--- src/hdl/gsfc_pkg.sv ---
// ----------------------------------------------------------------------------
// Gas sensor frame checker package
// Shared types and constants for the reply-frame checker.
// ----------------------------------------------------------------------------
package gsfc_pkg;

  localparam int FRAME_BYTES = 9;
  localparam int IDX_W       = $clog2(FRAME_BYTES);

  localparam logic [7:0] HDR_START = 8'hFF;
  localparam logic [7:0] HDR_CMD   = 8'h86;

  localparam logic [15:0] TIMEOUT_RESET = 16'd200;
  localparam logic [15:0] PPM_MIN_RESET = 16'd300;
  localparam logic [15:0] PPM_MAX_RESET = 16'd10000;

  localparam logic [1:0] CFG_TIMEOUT = 2'd0;
  localparam logic [1:0] CFG_PPM_MIN = 2'd1;
  localparam logic [1:0] CFG_PPM_MAX = 2'd2;

  typedef enum logic [1:0] {
    CMD_START = 2'd0,
    CMD_BYTE  = 2'd1,
    CMD_TICK  = 2'd2
  } cmd_t;

  typedef enum logic [2:0] {
    ST_OK           = 3'd0,
    ST_TIMEOUT      = 3'd1,
    ST_BAD_HEADER   = 3'd2,
    ST_BAD_CHECKSUM = 3'd3,
    ST_OUT_OF_RANGE = 3'd4
  } status_t;

  typedef struct packed {
    logic [15:0] timeout_ticks;
    logic [15:0] ppm_min;
    logic [15:0] ppm_max;
  } cfg_t;

  typedef struct packed {
    status_t     status;
    logic [15:0] ppm;
  } result_t;

endpackage

--- src/hdl/gsfc_cfg_regs.sv ---
// ----------------------------------------------------------------------------
// Configuration registers
// Timeout and concentration limits, written through the config channel.
// ----------------------------------------------------------------------------
module gsfc_cfg_regs (
  input  logic                clk,
  input  logic                rst,
  input  logic                cfg_valid,
  output logic                cfg_ready,
  input  logic [1:0]          cfg_index,
  input  logic [15:0]         cfg_data,
  output gsfc_pkg::cfg_t      cfg
);

  assign cfg_ready = 1'b1;

  always_ff @(posedge clk) begin
    if (rst) begin
      cfg.timeout_ticks <= gsfc_pkg::TIMEOUT_RESET;
      cfg.ppm_min       <= gsfc_pkg::PPM_MIN_RESET;
      cfg.ppm_max       <= gsfc_pkg::PPM_MAX_RESET;
    end else if (cfg_valid && cfg_ready) begin
      case (cfg_index)
        gsfc_pkg::CFG_TIMEOUT: cfg.timeout_ticks <= cfg_data;
        gsfc_pkg::CFG_PPM_MIN: cfg.ppm_min       <= cfg_data;
        gsfc_pkg::CFG_PPM_MAX: cfg.ppm_max       <= cfg_data;
        default: ;
      endcase
    end
  end

endmodule

--- src/hdl/gsfc_frame_core.sv ---
// ----------------------------------------------------------------------------
// Frame core
// Input register, frame state and the combinational check of each registered request.
// ----------------------------------------------------------------------------
module gsfc_frame_core (
  input  logic                 clk,
  input  logic                 rst,
  input  logic                 in_valid,
  output logic                 in_stall,
  input  logic [1:0]           cmd,
  input  logic [7:0]           data_byte,
  input  gsfc_pkg::cfg_t       cfg,
  input  logic                 res_ready,
  output logic                 res_valid,
  output gsfc_pkg::result_t    res
);

  localparam int IDX_W = gsfc_pkg::IDX_W;

  logic                 req_valid;
  logic                 req_valid_next;
  logic [1:0]           req_cmd;
  logic [7:0]           req_byte;
  logic                 go;

  logic                 frame_open;
  logic                 frame_open_next;
  logic [IDX_W-1:0]     byte_index;
  logic [IDX_W-1:0]     byte_index_next;
  logic [7:0]           running_sum;
  logic [7:0]           running_sum_next;
  logic                 header_good;
  logic                 header_good_next;
  logic [7:0]           value_high;
  logic [7:0]           value_high_next;
  logic [7:0]           value_low;
  logic [7:0]           value_low_next;
  logic [15:0]          ticks_left;
  logic [15:0]          ticks_left_next;

  logic [15:0]          ppm_val;
  logic [7:0]           expect_sum;

  assign go       = req_valid && res_ready;
  assign in_stall = req_valid && !res_ready;

  always_comb begin
    req_valid_next = req_valid;
    if (in_valid && !in_stall) begin
      req_valid_next = 1'b1;
    end else if (go) begin
      req_valid_next = 1'b0;
    end
  end

  always_ff @(posedge clk) begin
    if (rst) begin
      req_valid <= 1'b0;
    end else begin
      req_valid <= req_valid_next;
    end
  end

  always_ff @(posedge clk) begin
    if (in_valid && !in_stall) begin
      req_cmd  <= cmd;
      req_byte <= data_byte;
    end
  end

  assign ppm_val    = {value_high, value_low};
  assign expect_sum = 8'(8'd0 - running_sum);

  always_comb begin
    frame_open_next  = frame_open;
    byte_index_next  = byte_index;
    running_sum_next = running_sum;
    header_good_next = header_good;
    value_high_next  = value_high;
    value_low_next   = value_low;
    ticks_left_next  = ticks_left;
    res_valid        = 1'b0;
    res.status       = gsfc_pkg::ST_OK;
    res.ppm          = ppm_val;
    if (go) begin
      case (req_cmd)
        gsfc_pkg::CMD_START: begin
          frame_open_next  = 1'b1;
          byte_index_next  = '0;
          running_sum_next = '0;
          header_good_next = 1'b1;
          ticks_left_next  = cfg.timeout_ticks;
        end
        gsfc_pkg::CMD_TICK: begin
          if (frame_open) begin
            if (ticks_left[15:1] == 15'd0) begin
              ticks_left_next = '0;
              frame_open_next = 1'b0;
              res_valid       = 1'b1;
              res.status      = gsfc_pkg::ST_TIMEOUT;
              res.ppm         = '0;
            end else begin
              ticks_left_next = 16'(ticks_left - 16'd1);
            end
          end
        end
        gsfc_pkg::CMD_BYTE: begin
          if (frame_open) begin
            if (byte_index < IDX_W'(gsfc_pkg::FRAME_BYTES - 1)) begin
              if (byte_index == IDX_W'(0)) begin
                if (req_byte != gsfc_pkg::HDR_START) header_good_next = 1'b0;
              end else begin
                if (byte_index == IDX_W'(1) && req_byte != gsfc_pkg::HDR_CMD) begin
                  header_good_next = 1'b0;
                end
                if (byte_index == IDX_W'(2)) value_high_next = req_byte;
                if (byte_index == IDX_W'(3)) value_low_next  = req_byte;
                running_sum_next = 8'(running_sum + req_byte);
              end
              byte_index_next = IDX_W'(byte_index + IDX_W'(1));
            end else begin
              frame_open_next = 1'b0;
              byte_index_next = '0;
              res_valid       = 1'b1;
              if (!header_good) begin
                res.status = gsfc_pkg::ST_BAD_HEADER;
              end else if (req_byte != expect_sum) begin
                res.status = gsfc_pkg::ST_BAD_CHECKSUM;
              end else if (ppm_val < cfg.ppm_min || ppm_val > cfg.ppm_max) begin
                res.status = gsfc_pkg::ST_OUT_OF_RANGE;
              end else begin
                res.status = gsfc_pkg::ST_OK;
              end
            end
          end
        end
        default: ;
      endcase
    end
  end

  always_ff @(posedge clk) begin
    if (rst) begin
      frame_open  <= 1'b0;
      byte_index  <= '0;
      running_sum <= '0;
      header_good <= 1'b1;
      value_high  <= '0;
      value_low   <= '0;
      ticks_left  <= '0;
    end else begin
      frame_open  <= frame_open_next;
      byte_index  <= byte_index_next;
      running_sum <= running_sum_next;
      header_good <= header_good_next;
      value_high  <= value_high_next;
      value_low   <= value_low_next;
      ticks_left  <= ticks_left_next;
    end
  end

endmodule

--- src/hdl/gsfc_out_reg.sv ---
// ----------------------------------------------------------------------------
// Result register
// Holds one result until the downstream side takes it.
// ----------------------------------------------------------------------------
module gsfc_out_reg (
  input  logic                 clk,
  input  logic                 rst,
  input  logic                 res_valid,
  input  gsfc_pkg::result_t    res,
  output logic                 res_ready,
  output logic                 out_valid,
  input  logic                 out_stall,
  output gsfc_pkg::result_t    out_res
);

  assign res_ready = !out_valid || !out_stall;

  always_ff @(posedge clk) begin
    if (rst) begin
      out_valid <= 1'b0;
    end else if (res_ready) begin
      out_valid <= res_valid;
    end
  end

  always_ff @(posedge clk) begin
    if (res_ready && res_valid) begin
      out_res <= res;
    end
  end

endmodule

--- src/hdl/gas_sensor_response_frame_checker_top.sv ---
// ----------------------------------------------------------------------------
// Gas sensor reply-frame checker
// Collects the nine-byte sensor reply, checks header, checksum and range,
// and reports one status per finished or timed-out frame.
// ----------------------------------------------------------------------------
//  channel   handshake            payload
//  in        in_valid/in_stall    cmd[1:0], data_byte[7:0]
//  out       out_valid/out_stall  status[2:0], ppm[15:0]
//  cfg       cfg_valid/cfg_ready  cfg_index[1:0], cfg_data[15:0]
//
//  One request per cycle while in_stall is low; each result passes through
//  the input register, then the result register.
//  Reset clears frame state and loads the default limits.
//  in_stall rises only while the input register is full and the result
//  register is held by out_stall.
// ----------------------------------------------------------------------------
module gas_sensor_response_frame_checker_top (
  input  logic        clk,
  input  logic        rst,
  input  logic        in_valid,
  output logic        in_stall,
  input  logic [1:0]  cmd,
  input  logic [7:0]  data_byte,
  output logic        out_valid,
  input  logic        out_stall,
  output logic [2:0]  status,
  output logic [15:0] ppm,
  input  logic        cfg_valid,
  output logic        cfg_ready,
  input  logic [1:0]  cfg_index,
  input  logic [15:0] cfg_data
);

  gsfc_pkg::cfg_t    cfg;
  gsfc_pkg::result_t res;
  gsfc_pkg::result_t out_res;
  logic              res_valid;
  logic              res_ready;

  gsfc_cfg_regs u_cfg (
    .clk       (clk),
    .rst       (rst),
    .cfg_valid (cfg_valid),
    .cfg_ready (cfg_ready),
    .cfg_index (cfg_index),
    .cfg_data  (cfg_data),
    .cfg       (cfg)
  );

  gsfc_frame_core u_core (
    .clk       (clk),
    .rst       (rst),
    .in_valid  (in_valid),
    .in_stall  (in_stall),
    .cmd       (cmd),
    .data_byte (data_byte),
    .cfg       (cfg),
    .res_ready (res_ready),
    .res_valid (res_valid),
    .res       (res)
  );

  gsfc_out_reg u_out (
    .clk       (clk),
    .rst       (rst),
    .res_valid (res_valid),
    .res       (res),
    .res_ready (res_ready),
    .out_valid (out_valid),
    .out_stall (out_stall),
    .out_res   (out_res)
  );

  assign status = out_res.status;
  assign ppm    = out_res.ppm;

endmodule

--- config.mk ---
export PLATFORM = sky130hd
export DESIGN_NAME = gas_sensor_response_frame_checker_top
export DESIGN_NICKNAME = d
export VERILOG_FILES = /design/src/hdl/gsfc_pkg.sv /design/src/hdl/gsfc_cfg_regs.sv /design/src/hdl/gsfc_frame_core.sv /design/src/hdl/gsfc_out_reg.sv /design/src/hdl/gas_sensor_response_frame_checker_top.sv
export SDC_FILE = /design/constraint.sdc
export NUM_CORES = 1
export LEC_CHECK = 0
export ABC_AREA = 1
export BUFFER_PORTS_ARGS = -buffer_cell sky130_fd_sc_hd__buf_2
export CORE_MARGIN = 2
export CORE_UTILIZATION = 40
export CTS_BUF_LIST = sky130_fd_sc_hd__clkbuf_4
export DETAILED_ROUTE_END_ITERATION = 16
export PLACE_DENSITY_LB_ADDON = 0.05
export SYNTH_ARGS = -nofsm -noshare
export SYNTH_HDL_FRONTEND = slang
export SYNTH_SLANG_ARGS = --single-unit
--- constraint.sdc ---
create_clock -name clk -period 3.9 [get_ports clk]
set_input_delay 0.39 -clock clk [delete_from_list [all_inputs] [get_ports clk]]
set_output_delay 0.39 -clock clk [all_outputs]
set_load 0.005 [all_outputs]
==> results.py, run 1 <==
metrics = {
    "floorplanning": {
        "die-width_um": 132,
        "initial_core_util_pct": 41.0,
        "die_height_um": 132,
        "core.rowCount": 46,
        "design.portCount": 55,
        "coreArea_mm2": 0.0159,
        "design.die.area_mm2": 0.0174,
    },
    "route": {
        "route.detailed.vias_per_inst": 5.02,
        "drtAntennaViolNets": 0,
        "first_iter_violations": 347,
        "wl_per_cell_um": 14.3,
        "post_route_wl_um": 16300,
        "detailroute.via_count": 5703,
        "remaining_drc_errors": 0,
        "drt_first_pass_iters": 5,
    },
    "sta": {
        "fin_tns_setup_ns": 0,
        "finalClockSkew_ns": 0.0121,
        "final.setup.worst_slack_ns": 1.53,
        "tightest_pin_transition_ns": 0.891,
        "final-max-slew-violation-count": 0,
        "finalSetupViolations": 0,
        "maxSlewHeadroom_pct": 40.4,
        "achievable-frequency_ghz": 0.422,
        "grt_setup_unrepaired": "false",
        "period_share_pct": 60.8,
        "whs_ns": 0.0982,
        "min_period_ns": 2.37,
        "final_hold_viol_count": 0,
    },
    "setup_path": {
        "worst_path_dominant_cell_family": "buffers and inverters",
        "critPathLaunch": "u_core.req_cmd[0]",
        "worst_ep_required_time_ns": 4.38,
        "critical_path.n_buffers_inverters": 4,
        "worstReg2RegStart": "u_core.req_cmd[0]",
        "end_kind": "flip-flop",
        "highest_delay_cell_along_the_critical_path": "edfxtp_1",
        "crit_type": "flip-flop to flip-flop",
        "reg2reg_slack_ns": 1.53,
        "cp_data_arrival_time_ns": 2.86,
        "critical_path.max_stage_delay_ns": 0.45,
        "timing.critical_path.fanout_max": 18,
        "worstPathCellList": "inv_1 -> ha_1 -> clkinv_1 -> nand2_1 -> a21oi_2 -> buf_4 -> inv_1 -> a21oi_1 -> a21oi_1",
        "cp_launch_type": "flip-flop",
    },
    "outcome": {
        "outcome": "complete, no violations",
    },
    "placed_design": {
        "dpl.cell_count": 1094,
        "dpl_cell_area_mm2": 0.00699,
        "gp_congestion": 0.884,
        "pre_cts_slack_ns": 1.53,
        "place_hpwl_um": 12000,
        "io_buffers": 53,
    },
    "clocking": {
        "clk_latency_ns": 0.55,
        "cts_htree_levels": 4,
        "buffers_inserted_during_post_cts_setup_optimization": 0,
        "path_clk_slew_ns": 0.11,
        "clock_path_buffers": 2,
        "postCtsHoldBufs": 10,
        "cts_inserted_buffers": 17,
        "tritoncts": "done",
        "number_of_gates_given_a_new_drive_strength_after_cts": 0,
        "total_number_of_clock_tree_sinks": 125,
        "cts-root-buf": "clkbuf_4",
    },
    "global_route": {
        "first_global_vias": 5354,
        "global_route.peak_usage_layer": "met2",
        "antenna_found_initial": 1,
        "grt_pass1_wl_um": 26600,
        "use_met1_pct": 25.8,
        "global_route_met3_utilization_pct": 3.77,
        "grt_usage_pct": 19.2,
        "grt_util_met2_pct": 30.9,
        "gr-total-overflow": 0,
        "largest_net_degree_at_the_start_of_global_routing": 83,
    },
    "synth": {
        "syn_inst": 845,
        "synth_nets": 927,
        "synth_top_area_cell": "dfxtp_1",
        "async_reset_ff_share_pct": 0,
        "seq_area_frac_synth_pct": 42.7,
        "synth_ff_type": "dfxtp_1",
        "leading_post_synthesis_cells_by_cell_area": "dfxtp_1, edfxtp_1, ha_1",
        "synthesis.yosys.warnings": 0,
        "number_of_storage_elements_in_the_synthesis_netlist": 125,
        "post_synth_num_cell_types": 44,
        "synth-edff-count": 29,
        "synth.cell_area_mm2": 0.00654,
        "synth_area_per_cell_um2": 7.74,
        "synth.top_cell.area_share_pct": 29.4,
    },
    "layout": {
        "fin_cells": 1137,
        "final_net_count": 989,
        "multi_input_area_mm2": 0.00319,
        "area.sequential_mm2": 0.00279,
        "final_area_mm2": 0.00738,
        "final_layout_size_suffix_gt1_share_pct": 12.3,
        "fillers": 1644,
        "layout-area-overhead-vs-synth_pct": 12.8,
    },
    "hold_path": {
        "hold_path.startpoint": "in_valid",
        "type_of_the_worst_min_delay_path": "primary input to flip-flop",
    },
    "run": {
        "drv_cap": 0,
    },
    "power": {
        "p_leak_nw": 3.38,
        "vdd_ir_drop_max_mv": 0.170,
        "power_density_mw_per_mm2": 359,
    },
}
worst reg2reg max path, stage by stage, from the launching register on:
cell	delay (ns)
edfxtp_1	0.45
inv_1	0.11
ha_1	0.19
clkinv_1	0.42
nand2_1	0.21
a21oi_2	0.07
buf_4	0.19
inv_1	0.39
a21oi_1	0.12
a21oi_1	0.17
metal layers:
layer / part of all wire, % / vias to the layer above
li1: - / 2936
met1: 49 / 2629
met2: 45 / 115
met3: 3.5 / 23
met4: 2.2 / 0
met5: 0 / -
synth_stat cells (2+ instances only):
cell type / instances
inv_2: 2
buf_4: 2
xor2_1: 7
buf_2: 4
clkbuf_1: 17
a21oi_2: 2
nor2_2: 2
o21a_1: 2
clkinv_1: 2
nand3_1: 38
o21bai_1: 3
dfxtp_1: 96
nand3b_1: 2
nor3_1: 13
inv_1: 115
edfxtp_1: 29
nor3_4: 3
nand2_2: 3
xnor2_1: 2
a21oi_1: 105
a31oi_1: 2
nand4_1: 13
o21ai_0: 78
nand2_1: 145
ha_1: 48
o211ai_1: 10
or2_2: 5
nor2_1: 79
cell families (layout without fill, tap and decap cells):
kind of cell | Yosys count | after routing | share of synthesized area (%)
AO/OA/AOI/OAI | 206 | 206 | 16.6
other | 1 | 2 | 0.0574
adder cells (fa/ha/maj) | 49 | 49 | 9.49
AND/OR/NAND/NOR | 312 | 312 | 21.4
XOR/XNOR | 9 | 9 | 1.21
buffers and inverters | 143 | 218 | 8.52
flip-flops | 125 | 125 | 42.7
state kept, by name (all words and copies together), names as in the netlist:
| register | cells |
|---|---|
| u_out.out_valid | 1 |
| u_out.out_res | 19 |
| u_cfg.cfg | 48 |
| u_core.value_low | 8 |
| u_core.ticks_left | 16 |
| u_core.req_byte | 8 |
| u_core.req_cmd | 2 |
| u_core.byte_index | 4 |
| u_core.value_high | 8 |
| u_core.running_sum | 8 |
| u_core.header_good | 1 |
| u_core.frame_open | 1 |
| u_core.req_valid | 1 |
cell usage in the layout, fill, tap and decap left out, types with 3 or more instances in the layout:
master / count
a21oi_1: 105
buf_2: 53
buf_4: 4
clkbuf_4: 18
clkinv_2: 4
clkinv_4: 4
clkinvlp_4: 3
dfxtp_1: 96
dlygate4sd3_1: 10
edfxtp_1: 29
ha_1: 48
inv_1: 115
nand2_1: 145
nand2_2: 3
nand3_1: 38
nand4_1: 13
nor2_1: 79
nor3_1: 13
nor3_4: 3
o211ai_1: 10
o21ai_0: 78
o21bai_1: 3
or2_2: 5
xor2_1: 7
area by class of cell:
class / count / area share (%)
multi-input combinational: 577 / 43.2
sequential: 125 / 37.9
inverter: 119 / 6.05
timing repair buffer: 67 / 5.36
tap: 216 / 3.66
clock inverter: 14 / 1.98
clock buffer: 18 / 1.83
antenna: 1 / 0.0339
final timing paths:
check | end | depth (start not counted)
worst min-delay path | u_core.req_valid | 3
worst min register to register | u_cfg.cfg[16] | 2
worst max-delay path | u_core.ticks_left[14] | 9
worst max register to register | u_core.ticks_left[14] | 9
where the power goes:
part	leakage (nW)	total [mW]	internal [mW]	switching (mW)
combinational	2.17	0.347	0.121	0.226
sequential	1.07	1.41	1.37	0.0402
clock	0.148	0.892	0.387	0.506
through the flow:
step                utilization [%]  power [mW]
floorplan                         -        1.67
global placement               43.9        1.77
detailed placement             43.9        1.77
CTS                            46.3        2.68
global route                   46.3        2.80
finish                         46.3        2.65
(Power assumes the default switching activity.)
==> run 2: changes to the inputs <==
- clock period: 3.9 -> 2.25 ns (I/O delays scaled with it)
==> run 2 against run 1 <==
Against the previous run:
- sequential share of layout area decreased by 1.5 points
- clock power increased by 97%
- worst setup slack got worse by 1.2 ns
- final area increased by 4.2%
- global-route usage grew 0.70 points
- critical path depth decreased by 2
- first-iteration DRC count decreased by 6.3%
- sequential power rose by 73%
- clock-buffer cell count unchanged
==> results.py, run 2 (synthesized netlist as in run 1, its figures left out) <==
metrics = {
    "power": {
        "relative_contribution_of_the_clock_network_to_total_power_pct": 36.3,
        "power_density_mw_per_mm2": 629,
        "netSwitchingFraction_pct": 29.2,
        "power.internal_mw": 3.42,
        "pwr-share-comb_pct": 13.4,
        "vdd_ir_drop_max_mv": 0.272,
        "p_leak_nw": 3.53,
        "share_seq_of_total_power_pct": 50.4,
        "power.net_switching_mw": 1.42,
    },
    "layout": {
        "layout_commonest_cell": "nand2_1",
        "max_flop_register": "u_cfg.cfg",
        "largest_register_ffs": 48,
        "largest_registers_ranked_by_flip_flop_count": "u_cfg.cfg x48, u_out.out_res x19, u_core.ticks_left x16",
        "layout-area-overhead-vs-synth_pct": 17.6,
        "mostFrequentLayoutCells": "nand2_1, inv_1, a21oi_1, dfxtp_1, nor2_1",
        "layout_utilization_pct": 48.2,
        "final_net_count": 1015,
        "final_layout_size_suffix_gt1_share_pct": 12.7,
        "fillers": 1615,
    },
    "setup_path": {
        "worst_ep_required_time_ns": 2.70,
        "cp_launch_type": "flip-flop",
        "timing.critical_path.fanout_max": 16,
        "crit_type": "flip-flop to flip-flop",
        "end_kind": "flip-flop",
        "cp_data_arrival_time_ns": 2.41,
    },
    "sta": {
        "maxSlewHeadroom_pct": 51.2,
        "grt_setup_unrepaired": "false",
        "period_share_pct": 87.0,
        "min_period_ns": 1.96,
        "finalSetupViolations": 0,
        "final-max-slew-violation-count": 0,
        "final_hold_viol_count": 0,
        "fin_tns_setup_ns": 0,
        "tightest_pin_transition_ns": 0.732,
        "achievable-frequency_ghz": 0.511,
        "finalClockSkew_ns": 0.0135,
    },
    "global_route": {
        "grt_usage_pct": 19.9,
        "gr-total-overflow": 0,
        "first_global_vias": 5307,
        "largest_net_degree_at_the_start_of_global_routing": 83,
        "grt_pass1_wl_um": 27500,
        "antenna_found_initial": 1,
    },
    "placed_design": {
        "io_buffers": 53,
        "place_hpwl_um": 12200,
        "gp_congestion": 0.878,
    },
    "route": {
        "wl_per_cell_um": 14.4,
        "post_route_wl_um": 16800,
        "detailroute.via_count": 5666,
        "remaining_drc_errors": 0,
        "drtAntennaViolNets": 0,
        "first_iter_violations": 325,
        "route.detailed.vias_per_inst": 4.87,
        "drt_first_pass_iters": 4,
    },
    "clocking": {
        "cts_htree_levels": 4,
        "cts_inserted_buffers": 17,
        "clock_path_buffers": 2,
        "clk_latency_ns": 0.56,
        "cts-root-buf": "clkbuf_4",
        "tritoncts": "done",
        "buffers_inserted_during_post_cts_setup_optimization": 0,
        "total_number_of_clock_tree_sinks": 125,
        "path_clk_slew_ns": 0.12,
    },
    "run": {
        "drv_cap": 0,
    },
    "outcome": {
        "outcome": "complete, no violations",
    },
    "floorplanning": {
        "design.die.area_mm2": 0.0174,
        "core.rowCount": 46,
        "initial_core_util_pct": 41.0,
        "coreArea_mm2": 0.0159,
        "die_height_um": 132,
        "die-width_um": 132,
        "design.portCount": 55,
    },
    "hold_path": {
        "type_of_the_worst_min_delay_path": "primary input to flip-flop",
    },
}
-- run 2: cell type report --
type                            instances  area [µm²]  share of cell area (%)
Clock inverter                         14         183                    2.38
Tap cell                              216         270                    3.51
Antenna cell                            1        2.50                  0.0325
Multi-Input combinational cell        577        3200                    41.6
Timing Repair Buffer                   93         663                    8.62
Sequential cell                       125        2790                    36.3
Clock buffer                           18         135                    1.76
Inverter                              119         447                    5.81
-- run 2: final timing paths --
kind / startpoint / end / slack [ns] / depth (start not counted)
hold / removal: out_stall / u_out.out_valid / 0.09 / 3
hold reg to reg: u_cfg.cfg[16] / u_cfg.cfg[16] / 0.46 / 2
setup / recovery: u_core.req_cmd[1] / u_core.value_low[5] / 0.29 / 7
setup reg to reg: u_core.req_cmd[1] / u_core.value_low[5] / 0.29 / 7
-- run 2: layer usage --
layer  global-route usage (%)  vias to the layer above  part of all wire [%]
met3                     4.34                       19                   3.7
met1                     28.1                     2555                    50
met4                     6.82                        0                   1.9
met5                        0                        -                     0
li1                         -                     2985                     -
met2                     30.3                      107                    44
-- run 2: worst max-delay path: stages (launching register included) --
cell      delay [ns]
edfxtp_1        0.43
inv_1           0.10
ha_1            0.33
nand2_1         0.20
nor2_1          0.23
nand4_4         0.23
o21ai_0         0.27
a21oi_1         0.07
-- run 2: power by group through the flow --
| stage | Sequential, mW | Clock (mW) | Combinational (mW) |
|---|---|---|---|
| floorplan | 2.46 | 0 | 0.439 |
| global placement | 2.49 | 0 | 0.593 |
| detailed placement | 2.49 | 0 | 0.605 |
| CTS | 2.44 | 1.83 | 0.646 |
| global route | 2.45 | 1.92 | 0.740 |
| finish | 2.44 | 1.76 | 0.647 |
-- run 2: timing repair --
item	CTS	global route
hold endpoints to repair	66	0
hold buffers	29	0
setup endpoints to repair	0	2
resized for setup	0	1
-- run 2: stage by stage --
stage	area, µm²	instances	power [mW]	setup WS (ns)	hold WS [ns]
floorplan	6540	845	2.90	0.330	0.303
global placement	7070	1101	3.08	0.362	0.402
detailed placement	7070	1101	3.09	0.248	0.403
CTS	7680	1162	4.91	0.230	0.0286
global route	7690	1163	5.11	0.0790	0.0511
finish	7690	1163	4.84	0.293	0.0904
